## src/hdl/shd_pkg.sv

```systemverilog
package shd_pkg;

  // Sync pair that opens every frame
  localparam logic [7:0] SYNC_FIRST  = 8'hBB;
  localparam logic [7:0] SYNC_SECOND = 8'hCC;

  // Frame geometry: bytes 0..1 sync, 2..44 payload, 45 checksum
  localparam int unsigned FRAME_LEN = 46;
  localparam int unsigned CHAIN_LEN = 43;
  localparam int unsigned CNT_W     = 6;
  localparam logic [CNT_W-1:0] CNT_HUNT  = 6'd0;
  localparam logic [CNT_W-1:0] CNT_SYNC1 = 6'd1;
  localparam logic [CNT_W-1:0] CNT_FIRST = 6'd2;
  localparam logic [CNT_W-1:0] CNT_LAST  = CNT_W'(FRAME_LEN - 1);

  // One decoded frame
  typedef struct packed {
    logic               frame_ok;
    logic [31:0]        accel_x_bits;
    logic [31:0]        accel_y_bits;
    logic [31:0]        accel_z_bits;
    logic [31:0]        gyro_x_bits;
    logic [31:0]        gyro_y_bits;
    logic [31:0]        gyro_z_bits;
    logic [63:0]        stick_values;
    logic [15:0]        button_bits;
    logic [63:0]        battery_bits;
    logic signed [7:0]  rssi_dbm;
  } frame_t;

  // Control from the sync/count tracker to the datapath
  typedef struct packed {
    logic shift;         // payload beat: advance the cell chain
    logic done;          // checksum beat accepted: load the result
    logic ok;            // checksum matched on the done beat
    logic last_pending;  // next beat is the checksum beat
  } ctrl_t;

endpackage

```

## src/hdl/shd_if.sv

```systemverilog
interface shd_rx_if;
  import shd_pkg::*;

  logic       valid;
  logic       ready;
  logic [7:0] rx_byte;

  modport source (output valid, output rx_byte, input ready);
  modport sink (input valid, input rx_byte, output ready);
endinterface

interface shd_frame_if;
  import shd_pkg::*;

  logic   valid;
  logic   ready;
  frame_t data;

  modport source (output valid, output data, input ready);
  modport sink (input valid, input data, output ready);
endinterface

```

## src/hdl/shd_cell.sv

```systemverilog
module shd_cell (
  input  logic       clk,
  input  logic       shift,
  input  logic [7:0] d_in,
  output logic [7:0] q
);

  logic [7:0] q_r;

  // Take the byte on d_in on every payload beat
  always_ff @(posedge clk) begin
    if (shift) begin
      q_r <= d_in;
    end
  end

  assign q = q_r;

endmodule

```

## src/hdl/shd_ctrl.sv

```systemverilog
module shd_ctrl (
  input  logic            clk,
  input  logic            rst_n,
  input  logic            accept,
  input  logic [7:0]      rx_byte,
  output shd_pkg::ctrl_t  ctl
);
  import shd_pkg::*;

  typedef enum logic [1:0] {
    HUNT,
    WAIT_CC,
    COLLECT
  } phase_t;

  phase_t           phase_r, phase_nxt;
  logic [CNT_W-1:0] count_r, count_nxt;
  logic [7:0]       xor_r, xor_nxt;
  logic             in_body;

  assign in_body = (count_r < CNT_LAST);

  // Work out the next phase, count and checksum for this beat
  always_comb begin
    phase_nxt = phase_r;
    count_nxt = count_r;
    xor_nxt   = xor_r;
    ctl       = '0;
    ctl.last_pending = (phase_r == COLLECT) && !in_body;
    if (accept) begin
      case (phase_r)
        WAIT_CC: begin
          if (rx_byte == SYNC_SECOND) begin
            phase_nxt = COLLECT;
            count_nxt = CNT_FIRST;
            xor_nxt   = '0;
          end else if (rx_byte == SYNC_FIRST) begin
            phase_nxt = WAIT_CC;
            count_nxt = CNT_SYNC1;
          end else begin
            phase_nxt = HUNT;
            count_nxt = CNT_HUNT;
          end
        end
        COLLECT: begin
          if (in_body) begin
            ctl.shift = 1'b1;
            xor_nxt   = xor_r ^ rx_byte;
            count_nxt = count_r + CNT_W'(1);
          end else begin
            ctl.done  = 1'b1;
            ctl.ok    = (xor_r == rx_byte);
            phase_nxt = HUNT;
            count_nxt = CNT_HUNT;
            xor_nxt   = '0;
          end
        end
        default: begin
          if (rx_byte == SYNC_FIRST) begin
            phase_nxt = WAIT_CC;
            count_nxt = CNT_SYNC1;
          end else begin
            phase_nxt = HUNT;
            count_nxt = CNT_HUNT;
          end
        end
      endcase
    end
  end

  // Hold tracker state
  always_ff @(posedge clk) begin
    if (!rst_n) begin
      phase_r <= HUNT;
      count_r <= CNT_HUNT;
      xor_r   <= '0;
    end else begin
      phase_r <= phase_nxt;
      count_r <= count_nxt;
      xor_r   <= xor_nxt;
    end
  end

  a_count_range: assert property (@(posedge clk) disable iff (!rst_n)
    (phase_r == COLLECT) |-> (count_r >= CNT_FIRST && count_r <= CNT_LAST))
    else $error("frame byte count out of range while collecting");

  a_done_rearm: assert property (@(posedge clk) disable iff (!rst_n)
    ctl.done |=> (phase_r == HUNT && count_r == CNT_HUNT && xor_r == '0))
    else $error("tracker did not rearm after checksum beat");

  a_shift_collect: assert property (@(posedge clk) disable iff (!rst_n)
    (ctl.shift || ctl.done) |-> (phase_r == COLLECT && accept))
    else $error("chain or result moved outside a frame");

endmodule

```

## src/hdl/sync_header_frame_deframer.sv

```systemverilog
// Sync-header frame deframer.
// in_ch carries one received byte per beat. The block hunts for the pair
// 0xBB 0xCC (a repeated 0xBB restarts the pair, any other byte drops it),
// then takes 44 more bytes with no resync inside the frame. Bytes 2..44 ripple
// through a row of 43 byte cells while a running XOR is kept; byte 45 is the
// checksum. On that beat one frame is loaded into the out_ch register with
// its little-endian fields and frame_ok set when the XOR matches.
// Throughput: one byte per cycle outside the stall below, set by the cell shift and XOR.
// Result: the result is valid the cycle after the checksum beat is accepted.
// Stall: in_ch.ready drops only while the checksum beat is next and the
// previous result still waits on out_ch; all other bytes flow meanwhile.
// Reset (rst_n low, synchronous): returns to hunting and empties the output
// register; the cell contents are left as they are, since every frame
// refills all 43 cells before its result is loaded.
module sync_header_frame_deframer (
  input  logic        clk,
  input  logic        rst_n,
  shd_rx_if.sink      in_ch,
  shd_frame_if.source out_ch
);
  import shd_pkg::*;

  ctrl_t                  ctl;
  logic                   accept;
  logic [7:0]             cell_q [CHAIN_LEN];
  logic [8*CHAIN_LEN-1:0] frame_bytes;
  logic                   out_valid_r;
  frame_t                 out_data_r;

  // Hold input only when the checksum beat would overwrite a waiting result
  assign in_ch.ready = !(ctl.last_pending && out_valid_r && !out_ch.ready);
  assign accept      = in_ch.valid && in_ch.ready;

  shd_ctrl u_ctrl (
    .clk     (clk),
    .rst_n   (rst_n),
    .accept  (accept),
    .rx_byte (in_ch.rx_byte),
    .ctl     (ctl)
  );

  // Row of byte cells: cell 0 takes the newest byte
  for (genvar i = 0; i < CHAIN_LEN; i++) begin : g_cell
    if (i == 0) begin : g_head
      shd_cell u_cell (
        .clk   (clk),
        .shift (ctl.shift),
        .d_in  (in_ch.rx_byte),
        .q     (cell_q[i])
      );
    end else begin : g_body
      shd_cell u_cell (
        .clk   (clk),
        .shift (ctl.shift),
        .d_in  (cell_q[i-1]),
        .q     (cell_q[i])
      );
    end
    // frame byte 2 sits in the last cell, byte 44 in cell 0
    assign frame_bytes[8*i +: 8] = cell_q[CHAIN_LEN-1-i];
  end

  // Load the result register on the checksum beat, drop it once taken
  always_ff @(posedge clk) begin
    if (!rst_n) begin
      out_valid_r <= 1'b0;
    end else if (ctl.done) begin
      out_valid_r <= 1'b1;
    end else if (out_ch.ready) begin
      out_valid_r <= 1'b0;
    end
  end

  always_ff @(posedge clk) begin
    if (ctl.done) begin
      out_data_r.frame_ok     <= ctl.ok;
      out_data_r.accel_x_bits <= frame_bytes[0   +: 32];
      out_data_r.accel_y_bits <= frame_bytes[32  +: 32];
      out_data_r.accel_z_bits <= frame_bytes[64  +: 32];
      out_data_r.gyro_x_bits  <= frame_bytes[96  +: 32];
      out_data_r.gyro_y_bits  <= frame_bytes[128 +: 32];
      out_data_r.gyro_z_bits  <= frame_bytes[160 +: 32];
      out_data_r.stick_values <= frame_bytes[192 +: 64];
      out_data_r.button_bits  <= frame_bytes[256 +: 16];
      out_data_r.battery_bits <= frame_bytes[272 +: 64];
      out_data_r.rssi_dbm     <= $signed(frame_bytes[336 +: 8]);
    end
  end

  assign out_ch.valid = out_valid_r;
  assign out_ch.data  = out_data_r;

  a_no_overwrite: assert property (@(posedge clk) disable iff (!rst_n)
    ctl.done |-> !(out_valid_r && !out_ch.ready))
    else $error("result loaded over a waiting result");

  a_done_loads: assert property (@(posedge clk) disable iff (!rst_n)
    ctl.done |=> out_valid_r)
    else $error("checksum beat produced no result");

endmodule

```

## src/flat_wrapper.sv

```systemverilog
// flat-port wrapper written by rule: the top's interface ports become plain ports
module sync_header_frame_deframer_flat import shd_pkg::*;
  (clk, rst_n, in_ch_valid, in_ch_rx_byte, in_ch_ready, out_ch_valid, out_ch_data, out_ch_ready);
  shd_rx_if in_ch_i ();
  shd_frame_if out_ch_i ();
  input  logic clk;
  input  logic rst_n;
  input wire logic [$bits(in_ch_i.valid)-1:0] in_ch_valid;
  input wire logic [$bits(in_ch_i.rx_byte)-1:0] in_ch_rx_byte;
  output wire logic [$bits(in_ch_i.ready)-1:0] in_ch_ready;
  output wire logic [$bits(out_ch_i.valid)-1:0] out_ch_valid;
  output wire logic [$bits(out_ch_i.data)-1:0] out_ch_data;
  input wire logic [$bits(out_ch_i.ready)-1:0] out_ch_ready;
  assign in_ch_i.valid = in_ch_valid;
  assign in_ch_i.rx_byte = in_ch_rx_byte;
  assign in_ch_ready = in_ch_i.ready;
  assign out_ch_valid = out_ch_i.valid;
  assign out_ch_data = out_ch_i.data;
  assign out_ch_i.ready = out_ch_ready;
  sync_header_frame_deframer u_core (.clk(clk), .rst_n(rst_n), .in_ch(in_ch_i), .out_ch(out_ch_i));
endmodule
```

## config.mk

```make
export PLATFORM = sky130hd
export DESIGN_NAME = sync_header_frame_deframer_flat
export DESIGN_NICKNAME = d
export VERILOG_FILES = /design/src/hdl/shd_pkg.sv /design/src/hdl/shd_if.sv /design/src/hdl/shd_cell.sv /design/src/hdl/shd_ctrl.sv /design/src/hdl/sync_header_frame_deframer.sv /design/src/flat_wrapper.sv
export SDC_FILE = /design/constraint.sdc
export NUM_CORES = 1
export LEC_CHECK = 0
export BUFFER_PORTS_ARGS = -buffer_cell sky130_fd_sc_hd__buf_2
export CORE_UTILIZATION = 40
export CTS_BUF_LIST = sky130_fd_sc_hd__clkbuf_16
export CTS_CLUSTER_DIAMETER = 40
export DETAILED_ROUTE_END_ITERATION = 7
export PLACE_DENSITY_LB_ADDON = 0.12
export SYNTH_ARGS = -nofsm -noshare
export SYNTH_HDL_FRONTEND = slang
export SYNTH_SLANG_ARGS = --single-unit
```

## constraint.sdc

```tcl
create_clock -name clk -period 34.1 [get_ports clk]
set_input_delay 6.82 -clock clk [delete_from_list [all_inputs] [get_ports clk]]
set_output_delay 6.82 -clock clk [all_outputs]
set_load 0.01 [all_outputs]
```

* Yosys cells after proc, flatten, opt, wreduce, memory -nomap -nowiden
Cells that the tools add are included.
Word-level totals: register bits after elaboration 706, bits of input ports 12, output and inout port bits 347, logic and storage cells 99
Operators by class: add/sub/neg operators 1, $lt $le $gt $ge 1, eq/ne operators 7, mux-type cells 17, bitwise logic cells 3, reductions and logical operators 12
Operator list (count):
- equality test 8 bit (second input constant) | 2
- two-way mux 8 bit | 2
- case mux 8 bit (2 select lines) | 1
- case mux 6 bit (2 select lines) | 1
- equality test 8 bit | 1
- two-way mux 2 bit | 4
- XOR 8 bit | 1
- adder 6 x 1 -> 6 bit (second input constant) | 1
- < comparator 6 bit (second input constant) | 1
- two-way mux 3 bit | 2
- two-way mux 6 bit | 1
- two-way mux 1 bit | 5
- logical AND 1 bit | 4
- != test 2 bit (second input constant) | 2
- case mux 2 bit (2 select lines) | 1
- nonzero test 2 bit | 2
- logical NOT 1 bit | 3
- AND reduction 3 bit | 1
- OR reduction 3 bit | 1
- equality test 2 x 1 -> 1 bit (second input constant) | 1
- equality test 2 bit (second input constant) | 1
- NOT 1 bit | 2
- AND reduction 2 bit | 1

* Longest topological paths before layout
word-level depth 9, mapped depth 8

* Cells and area by module
Synthesis repeated with hierarchy kept, for this count alone.
Second synthesis, totals: cells, all modules 824, area total of the unflattened synthesis 21833.4 µm²
By module, submodules not included:
- sync_header_frame_deframer | times used 1, cells each 350, area each 10420.0 µm², seq. area each 10380.0 µm²
- shd_cell | times used 43, cells each 8, area each 240.2 µm², seq. area each 240.2 µm²
- shd_ctrl | times used 1, cells each 130, area each 1083.5 µm², seq. area each 320.3 µm²

* Worst setup path before layout
Ideal clock, no wire load.
path type input to register, from input port out_ch_ready, to register u_core.out_data_r, in the netlist u_core.out_ch.data[344] (data pin), library setup time 302 ps, arrival time 32387 ps, data required time 33798 ps, path slack 1411 ps, stages on the path 3, path buffers 0, cell sequence nor2b_1 > nor3_1 > and3_1
Between the ends: cells in the longest elaborated chain, start to end 6
Ends and longest elaborated chain:
- from (decl) | line flat_wrapper.sv:13 | input wire logic [$bits(out_ch_i.ready)-1:0] out_ch_ready;
- logical NOT 1 bit | line sync_header_frame_deframer.sv:31 | assign in_ch.ready = !(ctl.last_pending && out_valid_r && !out_ch.ready);
- logical AND 1 bit | line sync_header_frame_deframer.sv:31
- logical NOT 1 bit | line sync_header_frame_deframer.sv:31
- logical AND 1 bit | line sync_header_frame_deframer.sv:32 | assign accept = in_ch.valid && in_ch.ready;
- NOT 1 bit (no source line)
- OR reduction 3 bit (no source line)
- to (decl) | line sync_header_frame_deframer.sv:28 | frame_t out_data_r;
No other way between the ends. A chain may end at the register's enable or synchronous reset.

* Final worst setup path
from input port out_ch_ready, to output port in_ch_ready
Between the ends: cells in the longest elaborated chain, start to end 3
Ends and longest elaborated chain:
- logical NOT 1 bit | line sync_header_frame_deframer.sv:31
- logical AND 1 bit | line sync_header_frame_deframer.sv:31
- logical NOT 1 bit | line sync_header_frame_deframer.sv:31
- to (decl) | line flat_wrapper.sv:10 | output wire logic [$bits(in_ch_i.ready)-1:0] in_ch_ready;
No other way between the ends.

==> impl_metrics.ini <==
[sta]
tightest_slew_ns = 1.03
maxSlewViolCount = 0
worst_hold_slack_ns = 0.420
fin_crit_ns = 14.52
rsz0062_at_grt = false
fin_skew_ns = 0.0184
clock.fmax_ghz = 0.0688
period_share_pct = 42.6
setup_violations = 0
setup_tns_ns = 0
max_slew_margin_pct = 31.2
hold_violations = 0

[worst_hold_path]
hold-path-endpoint = u_core.out_ch.data[312]
hold-path-cell-count = 0
hp-class = flip-flop to flip-flop
hp-start = u_core.g_cell[42].g_body.u_cell.q[0]

[finish]
final_common_cell = edfxtp_1
diodes = 0
fillers = 4284
drive_above_1_share_pct = 39.5
stdcell_count = 2056
area_delta_synth_final_pct = 27.4
mostFrequentLayoutCells = 689 x edfxtp_1, 358 x buf_2, 95 x clkbuf_16, 17 x dfxtp_1, 16 x inv_6
fin_area_um2 = 27800
final_util_pct = 51.6
final_nets = 1296

[floorplan]
core_region_area_um2 = 53800
dieArea_um2 = 55500
boundaryPins = 359
start_util_pct = 40.5
die_width_um = 236
rows = 85
die_h_um = 236

[detailed_routing]
drt_iter0_markers = 574
ant_nets = 0
first_pass_iters = 4
wl_um = 38100
via_count = 9411
post_drt_wl_per_cell_um = 18.5
drc = 0
vias_per_cell = 4.58

[placed_design]
placedCellCount = 1879
dpl.hpwl_um = 22700
port-buffer-count = 358
dpl_cell_area_um2 = 24500
gp_congestion = 0.738

[cts]
cts_resized = 0
path_clk_slew_ns = 0.05
cts_buffers = 95
hold_buffers = 0
clk_latency_ns = 0.63
clock_sinks = 706
tritoncts = built
cts-htree-levels = 3
cts_root_buffer = clkbuf_16
post-cts-setup-buffers = 0
clockBufferDepth = 3

[worst_setup_path]
r2r_end = u_core.g_cell[33].g_body.u_cell.q[7]
worst_setup_path_start_kind = input port
worstPathArrival_ns = 7.70
worstRegToRegCells = 6
r2r_start = u_core.u_ctrl.phase_r[0]
r2r_slack_ns = 30.03
crit_start = out_ch_ready
endpoint_kind = output pin
crit_type = input port to output pin
required_ns = 27.28
cp_max_fo = 5

[pwr]
ir_drop_uv = 36.7
p_per_area_nw_per_um2 = 69.0
power.leakage_nw = 9.59

[grt]
overflow = 0
antenna_found_initial = 0
grt_util_all_layers_pct = 13.6
grt_pass1_wl_um = 57200
grt_pass1_vias = 9501
grt_max_degree = 168

[synthesis]
synth_fp_nets = 836
yosysSeqAreaShare_pct = 96.4
synth_seq_cells = 706
syn_area_um2 = 21800
syn_inst = 820
avgSynthCellArea_um2 = 26.6
synth.distinct_cells = 34
yosys_warnings = 0

[run]
cap_violations = 0

[status]
status = complete, no violations
-- state kept, by name, summed over array words and instances, names as in the netlist --
signal	count
u_core.u_ctrl.xor_r	8
u_core.u_ctrl.count_r	6
u_core.out_ch.valid	1
u_core.g_cell.g_body.u_cell.q	336
u_core.out_ch.data	345
u_core.g_cell.g_head.u_cell.q	8
u_core.u_ctrl.phase_r	2
-- Yosys cell counts --
cell / n / share of area, %
ha_1: 4 / 0.23
o2111ai_4: 1 / 0.12
nor2_1: 8 / 0.14
o22ai_1: 7 / 0.20
a21oi_1: 4 / 0.092
nand3b_1: 8 / 0.28
nor3_1: 3 / 0.069
nand3_1: 6 / 0.14
o21a_1: 10 / 0.34
dfxtp_1: 17 / 1.6
nor2b_1: 2 / 0.057
and3b_4: 1 / 0.057
buf_6: 1 / 0.052
mux2i_1: 2 / 0.092
nand3_4: 1 / 0.080
nor3b_4: 1 / 0.086
nand4_1: 1 / 0.029
a41oi_1: 2 / 0.080
clkbuf_1: 2 / 0.034
nand2_1: 14 / 0.24
xor2_1: 8 / 0.32
and4bb_2: 2 / 0.11
inv_1: 6 / 0.10
a31oi_1: 3 / 0.086
buf_2: 1 / 0.023
edfxtp_1: 689 / 95
a211oi_1: 3 / 0.10
o21ai_0: 2 / 0.046
nor4_1: 3 / 0.086
nand4b_1: 4 / 0.16
and3_1: 1 / 0.029
o21ai_1: 1 / 0.023
o22ai_2: 1 / 0.057
a21boi_0: 1 / 0.034
-- layer usage --
layer,track usage (%),vias up,part of all wire (%)
met5,0,-,0
met4,5.43,0,1.9
met3,5.80,54,9.0
met2,20.1,296,46
met1,17.7,4765,44
li1,-,4296,-
-- through the flow --
| step | power (mW) | setup slack, ns |
|---|---|---|
| 2_1_floorplan | 0.957 | 1.41 |
| 3_3_place_gp | 0.959 | 19.61 |
| 3_5_place_dp | 0.959 | 19.58 |
| 4_1_cts | 1.95 | 19.58 |
| 5_1_grt | 1.98 | 19.52 |
| 6_report | 1.92 | 19.58 |
-- power by group --
| part | switching (mW) | internal, mW | total [mW] |
|---|---|---|---|
| registers | 0.0000724 | 0.938 | 0.938 |
| logic | 0.00243 | 0.00126 | 0.00369 |
| clock network | 0.385 | 0.591 | 0.976 |
-- worst max path at each step --
stage	to	slack, ns	cells after the start
after floorplan	u_core.out_ch.data[344]	1.41	3
after global placement	in_ch_ready	19.61	4
after detailed placement	in_ch_ready	19.58	4
after CTS	in_ch_ready	19.58	4
after global routing	in_ch_ready	19.52	4
final	in_ch_ready	19.58	4
-- critical path, stage by stage --
cell and delay, ns:
buf_2 0.09, nor2b_1 0.36, o2111ai_4 0.23, buf_2 0.20
-- logic make-up (layout without fill, tap and decap cells) --
| family | after synthesis | after routing | synth area share [%] |
|---|---|---|---|
| flip-flops | 706 | 706 | 96.4 |
| AND/OR/NAND/NOR | 55 | 55 | 1.56 |
| AO/OA/AOI/OAI | 35 | 35 | 1.19 |
| buffers and inverters | 10 | 550 | 0.212 |
| XOR/XNOR | 8 | 8 | 0.321 |
| adder cells (fa/ha/maj) | 4 | 4 | 0.229 |
| multiplexers | 2 | 2 | 0.0918 |
-- final cells by class --
type | instances | area (µm²) | area share, %
timing repair buffer | 367 | 1870 | 6.74
multi-input combinational | 104 | 752 | 2.71
clock buffer | 95 | 2380 | 8.56
clock inverter | 82 | 860 | 3.09
sequential | 706 | 21000 | 75.7
tap | 696 | 871 | 3.13
inverter | 6 | 22.5 | 0.0811
(Power assumes the default switching activity.)
